===== src/design/tmq_pkg.sv =====
// Shared types, constants and status codes of the typed message queue.
package tmq_pkg;

  localparam int MAX_MESSAGES_DEFAULT = 64;
  localparam logic [15:0] QUEUE_BYTE_LIMIT_RESET = 16'd16384;
  localparam logic [15:0] MAX_MESSAGE_SIZE_RESET = 16'd4056;

  localparam logic [2:0] ST_OK      = 3'd0;
  localparam logic [2:0] ST_INVALID = 3'd1;
  localparam logic [2:0] ST_NOSPACE = 3'd2;
  localparam logic [2:0] ST_NOMSG   = 3'd3;
  localparam logic [2:0] ST_TOOBIG  = 3'd4;
  localparam logic [2:0] ST_FULL    = 3'd5;

  localparam logic OP_SEND    = 1'b0;
  localparam logic OP_RECEIVE = 1'b1;

  localparam logic REG_QUEUE_BYTE_LIMIT = 1'b0;
  localparam logic REG_MAX_MESSAGE_SIZE = 1'b1;

  typedef struct packed {
    logic               opcode;
    logic signed [31:0] type_value;
    logic [15:0]        byte_size;
    logic [31:0]        payload_tag;
    logic               except_mode;
    logic               no_error;
  } req_t;

  typedef struct packed {
    logic [2:0]  status;
    logic [15:0] length;
    logic [30:0] taken_type;
    logic [31:0] taken_tag;
    logic [6:0]  message_count;
    logic [15:0] bytes_held;
  } result_t;

  // Commands from the controller to the datapath.
  typedef struct packed {
    logic init;
    logic load;
    logic s_check;
    logic s_wr1;
    logic s_wr2;
    logic r_start;
    logic r_scan;
    logic r_decide;
    logic r_free;
  } tmq_cmd_t;

  // Status from the datapath to the controller.
  typedef struct packed {
    logic init_last;
    logic opcode;
    logic send_bad;
    logic empty;
    logic scan_last;
    logic rx_bad;
  } tmq_stat_t;

endpackage


===== src/design/tmq_ctrl.sv =====
// Controller state machine of the typed message queue.
module tmq_ctrl (
  input  logic             clk,
  input  logic             rst,
  input  logic             start,
  output logic             busy,
  output logic             done,
  output tmq_pkg::tmq_cmd_t cmd,
  input  tmq_pkg::tmq_stat_t stat
);
  import tmq_pkg::*;

  localparam logic [3:0] S_INIT     = 4'd0;
  localparam logic [3:0] S_IDLE     = 4'd1;
  localparam logic [3:0] S_SCHECK   = 4'd2;
  localparam logic [3:0] S_SWR1     = 4'd3;
  localparam logic [3:0] S_SWR2     = 4'd4;
  localparam logic [3:0] S_RSTART   = 4'd5;
  localparam logic [3:0] S_RSCAN    = 4'd6;
  localparam logic [3:0] S_RDECIDE  = 4'd7;
  localparam logic [3:0] S_RFREE    = 4'd8;
  localparam logic [3:0] S_DONE     = 4'd9;

  logic [3:0] state, state_next;

  always_ff @(posedge clk) begin
    if (rst) begin
      state <= S_INIT;
    end else begin
      state <= state_next;
    end
  end

  always_comb begin
    state_next = state;
    cmd = '0;
    case (state)
      S_INIT: begin
        cmd.init = 1'b1;
        if (stat.init_last) state_next = S_IDLE;
      end
      S_IDLE: begin
        if (start) begin
          cmd.load = 1'b1;
          state_next = S_SCHECK;
        end
      end
      S_SCHECK: begin
        // request is latched by now; branch on its opcode
        if (stat.opcode == OP_RECEIVE) begin
          state_next = S_RSTART;
        end else begin
          cmd.s_check = 1'b1;
          state_next = stat.send_bad ? S_DONE : S_SWR1;
        end
      end
      S_SWR1: begin
        cmd.s_wr1 = 1'b1;
        state_next = S_SWR2;
      end
      S_SWR2: begin
        cmd.s_wr2 = 1'b1;
        state_next = S_DONE;
      end
      S_RSTART: begin
        cmd.r_start = 1'b1;
        state_next = stat.empty ? S_DONE : S_RSCAN;
      end
      S_RSCAN: begin
        cmd.r_scan = 1'b1;
        if (stat.scan_last) state_next = S_RDECIDE;
      end
      S_RDECIDE: begin
        cmd.r_decide = 1'b1;
        state_next = stat.rx_bad ? S_DONE : S_RFREE;
      end
      S_RFREE: begin
        cmd.r_free = 1'b1;
        state_next = S_DONE;
      end
      S_DONE: begin
        state_next = S_IDLE;
      end
      default: begin
        state_next = S_INIT;
      end
    endcase
  end

  assign busy = (state != S_IDLE);
  assign done = (state == S_DONE);

endmodule


===== config.mk =====
export PLATFORM = sky130hd
export DESIGN_NAME = tmq_ctrl
export DESIGN_NICKNAME = d
export VERILOG_FILES = /design/src/design/tmq_pkg.sv /design/src/design/tmq_ctrl.sv
export SDC_FILE = /design/constraint.sdc
export NUM_CORES = 1
export LEC_CHECK = 0
export CORE_AREA = 4 4 41 43
export DETAILED_ROUTE_END_ITERATION = 8
export DIE_AREA = 0 0 45 47
export DONT_BUFFER_PORTS = 1
export GPL_TIMING_DRIVEN = 1
export HOLD_SLACK_MARGIN = 0.08
export PLACE_DENSITY = 0.51
export SLEW_MARGIN = 10
export SYNTH_ARGS = -nofsm -noshare
export SYNTH_HDL_FRONTEND = slang
export SYNTH_SLANG_ARGS = --single-unit

===== constraint.sdc =====
create_clock -name clk -period 1.45 [get_ports clk]
set_input_delay 0.29 -clock clk [delete_from_list [all_inputs] [get_ports clk]]
set_output_delay 0.29 -clock clk [all_outputs]
set_load 0.02 [all_outputs]

* Yosys cells after proc, flatten, opt, wreduce, memory -nomap -nowiden *
Index checks and enable logic that the tools add are counted.

word-level totals
  bits of input ports = 9
  flip-flop bits (word level) = 4
  word-level logic and storage cells = 36

cells by class
  mux-type cells = 19
  equal/unequal tests = 13
  reduce and logical (&&, ||, !) cells = 3

operator list
  operator                                                                number
  4-bit case mux with 9 select lines                                      1
  4-bit two-way mux                                                       6
  4-bit by 3-bit equality test with 1-bit output (second input constant)  4
  1-bit two-way mux                                                       12
  4-bit by 2-bit equality test with 1-bit output (second input constant)  2
  4-bit equality test (second input constant)                             2
  2-bit != test (second input constant)                                   3
  4-bit by 1-bit equality test with 1-bit output (second input constant)  1
  4-bit logical NOT                                                       1
  4-bit by 1-bit != test with 1-bit output (second input constant)        1
  3-bit AND reduction                                                     1
  2-bit OR reduction                                                      1

* Logic depth before layout (Yosys ltp) *
Gate-level depths: netlist (run 1).

  word-level depth = 3
  mapped depth = 5

* Worst setup path before layout (run 1) *
OpenSTA, ideal clock, no wires.

  path kind = register to output
  start = reg state[3]
  end = out cmd[8] (netlist name)
  setup slack = 109 ps
  data arrival time = 1051 ps
  path buffers = 0
  stages on the path, launching flop included = 3
  cells stage by stage = dfxtp_1 > or2_1 > nor3_1

RTL lines
  item                    RTL line        text
  start, declared         tmq_ctrl.sv:24  logic [3:0] state, state_next;
  start signal, assigned  tmq_ctrl.sv:30  state <= state_next;
  end, declared           tmq_ctrl.sv:8   output tmq_pkg::tmq_cmd_t cmd,

==> results of run 1 <==
==> layout make-up <==
| type | count | share of cell area [%] |
|---|---|---|
| Clock buffer | 3 | 3.52 |
| Inverter | 1 | 0.586 |
| Multi-Input combinational cell | 46 | 55.1 |
| Sequential cell | 4 | 14.5 |
| Tap cell | 15 | 2.93 |
| Timing Repair Buffer | 19 | 23.4 |
==> layer usage <==
| layer | GRT usage [%] | vias up |
|---|---|---|
| li1 | - | 235 |
| met1 | 16.0 | 207 |
| met3 | 6.13 | 2 |
| met5 | 0 | - |
| met4 | 7.02 | 0 |
| met2 | 19.5 | 17 |
==> worst paths after layout <==
path | to | depth (start not counted) | slack, ps | start
max reg2reg | state[1] | 6 | 110 | state[3]
min reg2reg | state[2] | 2 | 560 | state[3]
min | state[3] | 1 | 110 | rst
max | cmd[6] | 3 | 10 | state[3]
==> through the flow <==
stage	worst slack (ps)	hold slack, ps	std cells	utilization [%]
after global routing	-34.7	104	88	49.2
after floorplan	109	359	55	-
final	14.9	111	88	49.2
after global placement	78.8	362	78	37.7
after detailed placement	105	363	78	37.7
after CTS	-41.5	104	84	43.4
==> power by group through the flow <==
stage	Combinational, uW	Sequential (uW)	Clock (uW)
final	269	143	136
after global routing	293	146	146
after CTS	225	142	142
after detailed placement	199	141	0
after global placement	201	141	0
after floorplan	164	131	0
==> cell usage in the layout, fill, tap and decap left out, types with 2 or more instances in the layout <==
master	netlist	final
dfxtp_4	0	3
clkbuf_4	0	3
buf_4	0	17
nand2b_4	0	3
o21bai_1	2	2
nor2_1	11	10
buf_6	3	2
and2_1	2	2
nor3b_1	2	2
a21oi_1	3	3
a211oi_1	2	2
mux2_2	2	2
==> worst max-delay path: cells and delay by family (launching register included) <==
kind	cells	cell delay, ps
buffers and inverters	1	140
DFF	1	360
and+or+nand+nor	2	410
==> cell families (layout without fill, tap and decap cells) <==
logic type	count (synthesis)	in the layout	synth area share, %
multiplexers	2	2	5.36
AO/OA/AOI/OAI	10	10	16.1
AND/OR/NAND/NOR	34	34	49.4
flip-flops	4	4	19.0
buffers and inverters	5	23	10.1
==> repair_timing <==
action                                  in CTS  in global routing
endpoints found under the setup margin      11                  9
pin swaps                                    2                  2
gates cloned                                 0                  0
hold endpoints to repair                     0                  0
buffers inserted                             3                  4
gates resized for setup                     11                 11
==> flow_metrics.env, run 1 <==
export IMPL_clock_skew_ps=0.0840
export IMPL_wl_per_cell_um=13.6
export IMPL_yosysSeqAreaShare_pct=19.0
export IMPL_wl_met3_um=97
export IMPL_coreArea_um2=1300
export IMPL_die_area_um2=2120
export IMPL_synth_area_um2=420
export IMPL_yosysMostFrequentCell="nor2_1"
export IMPL_tightest_slew_ps=290
export IMPL_io_pin_count=20
export IMPL_postSynthCellCount=55
export IMPL_rows=13
export IMPL_yosysTopAreaCell="dfxtp_1"
export IMPL_fin_total_pwr_uw=548
export IMPL_grt_start_max_net_pins=13
export IMPL_pwr_share_comb_pct=49.2
export IMPL_wirelength_met1_um=531
export IMPL_layout_area_overhead_vs_synth_pct=52.4
export IMPL_num_vias=461
export IMPL_yosysTopAreaCellShare_pct=19.0
export IMPL_cp_slowest_stage_delay_ps=360
export IMPL_cp_arrival_ps=1150
export IMPL_p_leak_uw=0.000265
export IMPL_clock_root_buffer="clkbuf_4"
export IMPL_drtAntennaViolNets=0
export IMPL_synth_ff_type="dfxtp_1"
export IMPL_switchingPower_uw=194
export IMPL_cts_path_max_buffers=2
export IMPL_cts_tree="yes"
export IMPL_hpwl_um=822
export IMPL_gr_usage_all_layers_pct=13.2
export IMPL_ys_ff_latch=4
export IMPL_wirelength_um=1200
export IMPL_gp_congestion=0.779
export IMPL_fin_crit_ps=1440
export IMPL_p_seq_share_pct=26.1
export IMPL_path_class="flip-flop to primary output"
export IMPL_hold_viol_final=0
export IMPL_start_kind="flip-flop"
export IMPL_yosys_top_cells_area="dfxtp_1, nor2_1, buf_6"
export IMPL_slew_violations=0
export IMPL_p_sw_share_pct=35.4
export IMPL_synth_commonest_cells="nor2_1, dfxtp_1, nand2b_1"
export IMPL_syn_num_nets=64
export IMPL_num_fill_cells=141
export IMPL_rsz0062_at_grt="yes"
export IMPL_syn_avg_cell_area_um2=7.64
export IMPL_port_buffers=0
export IMPL_register_area_um2=92.6
export IMPL_start_util_pct=32.3
export IMPL_cts_buffers=3
export IMPL_cts_sinks=4
export IMPL_viasPerCell=5.24
export IMPL_slew_headroom_pct=80.5
export IMPL_path_max_fanout=6
export IMPL_tns_ps=0
export IMPL_post_dp_cell_area_um2=490
export IMPL_hold_buffers=0
export IMPL_grt_overflow_total=0
export IMPL_finish_instance_area_um2=641
export IMPL_die_w_um=45
export IMPL_hold_class="primary input to flip-flop"
export IMPL_worstSkewPairLatency_ps=230
export IMPL_end_kind="primary output"
export IMPL_h_tree_depth=1
export IMPL_multiInputGateArea_um2=353
export IMPL_grt_pass1_vias=446
export IMPL_die_h_um=47
export IMPL_fmax_mhz=697
export IMPL_critPathRequiredTime_ps=1160
export IMPL_status="finished, final reports clean"
export IMPL_wl_met2_um=560
export IMPL_p_int_uw=354
export IMPL_antenna_found_initial=0
export IMPL_synth_edff_count=0
export IMPL_layout_drive_gt1_share_pct=57.5
export IMPL_setup_viol=0
export IMPL_top_register="state"
export IMPL_cap_violations=0
export IMPL_drt_iter0_markers=2
export IMPL_slowest_stage="dfxtp_4"
export IMPL_drc=0
export IMPL_largestRegisters="state: 4 flops"
export IMPL_maxUsedRoutingLayer="met4"
export IMPL_grt_pass1_wl_um=1980
export IMPL_cp_cell_sequence="or2_4 > nor3_4 > buf_6"
export IMPL_power_density_nw_per_um2=856
export IMPL_ys_warnings_count=0
export IMPL_largest_reg_flops=4
export IMPL_num_nets_final=84
export IMPL_cts_clk_slew_worst_paths_ps=30
export IMPL_drt_pass1_iterations=2
export IMPL_synth_cell_type_count=26
export IMPL_async_flop_share_pct=0
export IMPL_irDropWorstVdd_uv=387
export IMPL_clockPowerShare_pct=24.8
export IMPL_fin_crit_sh_pct=99.0
export IMPL_diodes=0
Note: power is estimated with default switching activity, not from simulation.
==> inputs of run 2 (changes only) <==
--- a/config.mk
+++ b/config.mk
@@ -10,8 +10,7 @@
 export DIE_AREA = 0 0 45 47
 export DONT_BUFFER_PORTS = 1
 export GPL_TIMING_DRIVEN = 1
-export HOLD_SLACK_MARGIN = 0.08
-export PLACE_DENSITY = 0.51
+export PLACE_DENSITY = 0.53
 export SLEW_MARGIN = 10
 export SYNTH_ARGS = -nofsm -noshare
 export SYNTH_HDL_FRONTEND = slang
==> constraint.sdc (replaced) <==
create_clock -name clk -period 1.3 [get_ports clk]
set_input_delay 0.26 -clock clk [delete_from_list [all_inputs] [get_ports clk]]
set_output_delay 0.26 -clock clk [all_outputs]
set_load 0.02 [all_outputs]
==> run 2 against run 1 <==
Compared with the run above:
- the run now ends with negative setup slack left
- via count grew 12%
- clock power grew 24%
- sequential power grew 10%
- final cell count grew 10%
- critical path depth is the same
- sequential share of layout area shrank 2.4 points
- combinational power grew 52%
- largest power group unchanged
==> flow_metrics.env, run 2 (synthesized netlist as in run 1, its figures left out) <==
export IMPL_cts_tree="yes"
export IMPL_gp_congestion=0.785
export IMPL_cts_path_max_buffers=2
export IMPL_viasPerCell=5.34
export IMPL_io_pin_count=20
export IMPL_die_area_um2=2120
export IMPL_fmax_mhz=684
export IMPL_final_common_cell="buf_4"
export IMPL_cp_arrival_ps=1200
export IMPL_diodes=0
export IMPL_cp_cell_sequence="or2_4 > nor3_4 > buf_6"
export IMPL_layout_common_cells="buf_4, nor2_1, buf_6"
export IMPL_status="complete, but fails checks"
export IMPL_die_w_um=45
export IMPL_antenna_found_initial=0
export IMPL_p_leak_uw=0.000333
export IMPL_wl_per_cell_um=16.5
export IMPL_critPathRequiredTime_ps=1040
export IMPL_layout_area_overhead_vs_synth_pct=88.4
export IMPL_cts_sinks=4
export IMPL_path_class="flip-flop to primary output"
export IMPL_clock_skew_ps=14.3
export IMPL_start_kind="flip-flop"
export IMPL_largest_reg_flops=4
export IMPL_hpwl_um=932
export IMPL_power_density_nw_per_um2=929
export IMPL_grt_pass1_vias=561
export IMPL_cp_slowest_stage_delay_ps=350
export IMPL_drtAntennaViolNets=0
export IMPL_end_kind="primary output"
export IMPL_critPathTopFamily="simple AND/OR/NAND/NOR gates"
export IMPL_finish_instance_area_um2=792
export IMPL_slew_headroom_pct=85.0
export IMPL_fin_crit_sh_pct=112
export IMPL_largestRegisters="state: 4 flops"
export IMPL_grt_overflow_total=0
export IMPL_clock_root_buffer="clkbuf_4"
export IMPL_top_register="state"
export IMPL_start_util_pct=32.3
export IMPL_post_dp_cell_area_um2=520
export IMPL_fin_ws_ps=-162
export IMPL_slew_violations=0
export IMPL_drc=0
export IMPL_path_max_fanout=5
export IMPL_rows=13
export IMPL_h_tree_depth=1
export IMPL_die_h_um=47
export IMPL_worst_path_stages=3
export IMPL_drt_pass1_iterations=2
export IMPL_r2r_cells=6
export IMPL_grt_pass1_wl_um=2550
export IMPL_cap_violations=0
export IMPL_holdPathStages=1
export IMPL_slowest_stage="dfxtp_4"
export IMPL_violations="negative setup slack"
export IMPL_irDropWorstVdd_uv=411
export IMPL_port_buffers=0
export IMPL_coreArea_um2=1300
export IMPL_hold_viol_final=0
export IMPL_gr_usage_all_layers_pct=17.3
export IMPL_whs_ps=64.1
export IMPL_tightest_slew_ps=224
export IMPL_num_vias=518
export IMPL_worstSkewPairLatency_ps=250
export IMPL_hold_class="primary input to flip-flop"
export IMPL_critPathBufInv=1
export IMPL_rsz0062_at_grt="yes"
export IMPL_drt_iter0_markers=4
export IMPL_grt_start_max_net_pins=9
export IMPL_num_nets_final=93
export IMPL_setup_viol=12
export IMPL_cts_buffers=3
export IMPL_wirelength_um=1600
export IMPL_fin_crit_ps=1460
export IMPL_layout_drive_gt1_share_pct=74.4
export IMPL_rrSetupSlack_ps=-70
export IMPL_cts_clk_slew_worst_paths_ps=50
[run 2: cell count changes in the layout (fill, tap and decap cells not counted), sizes merged]
| cell | change |
|---|---|
| buf | +9 |
[run 2: timing repair]
action	4_1_cts	5_1_grt
gates resized for setup	37	9
setup buffers	10	2
hold buffers	0	0
endpoints found under the setup margin	13	14
pin swaps	11	5
[run 2: metrics by stage]
| step | total power, uW | setup TNS, ps | utilization (%) | setup WS (ps) | std cells |
|---|---|---|---|---|---|
| floorplan | 329 | -25.1 | - | -14.1 | 55 |
| global placement | 408 | -151 | 40.0 | -78.1 | 82 |
| detailed placement | 408 | -57.9 | 40.0 | -28.9 | 82 |
| CTS | 680 | -816 | 56.5 | -137 | 95 |
| global route | 781 | -1640 | 60.9 | -227 | 97 |
| finish | 736 | -990 | 60.9 | -162 | 97 |
[run 2: power by group]
part           total [uW]  internal [uW]  switching, uW
sequential            158            136           21.7
combinational         409            219            190
clock                 169            104           64.9
total                 736            460            276
[run 2: layout make-up]
cell class                 instances  area (um2)
sequential                         4        95.1
clock buffer                       3        22.5
fill                             129         509
timing repair buffer              28         236
inverter                           1        3.75
multi-input combinational         46         415
tap                               15        18.8
[run 2: final timing paths]
check / startpoint / end
max: state[3] / cmd[6]
max reg2reg: state[3] / state[0]
min reg2reg: state[3] / state[2]
min: rst / state[3]
[run 2: metal layers]
layer  GRT usage [%]  wire (um)  vias to the layer above
li1                -          -                      250
met1            18.0        583                      243
met2            31.4        862                       18
met3            3.07        100                        7
met4            12.3         51                        0
met5               0          0                        -
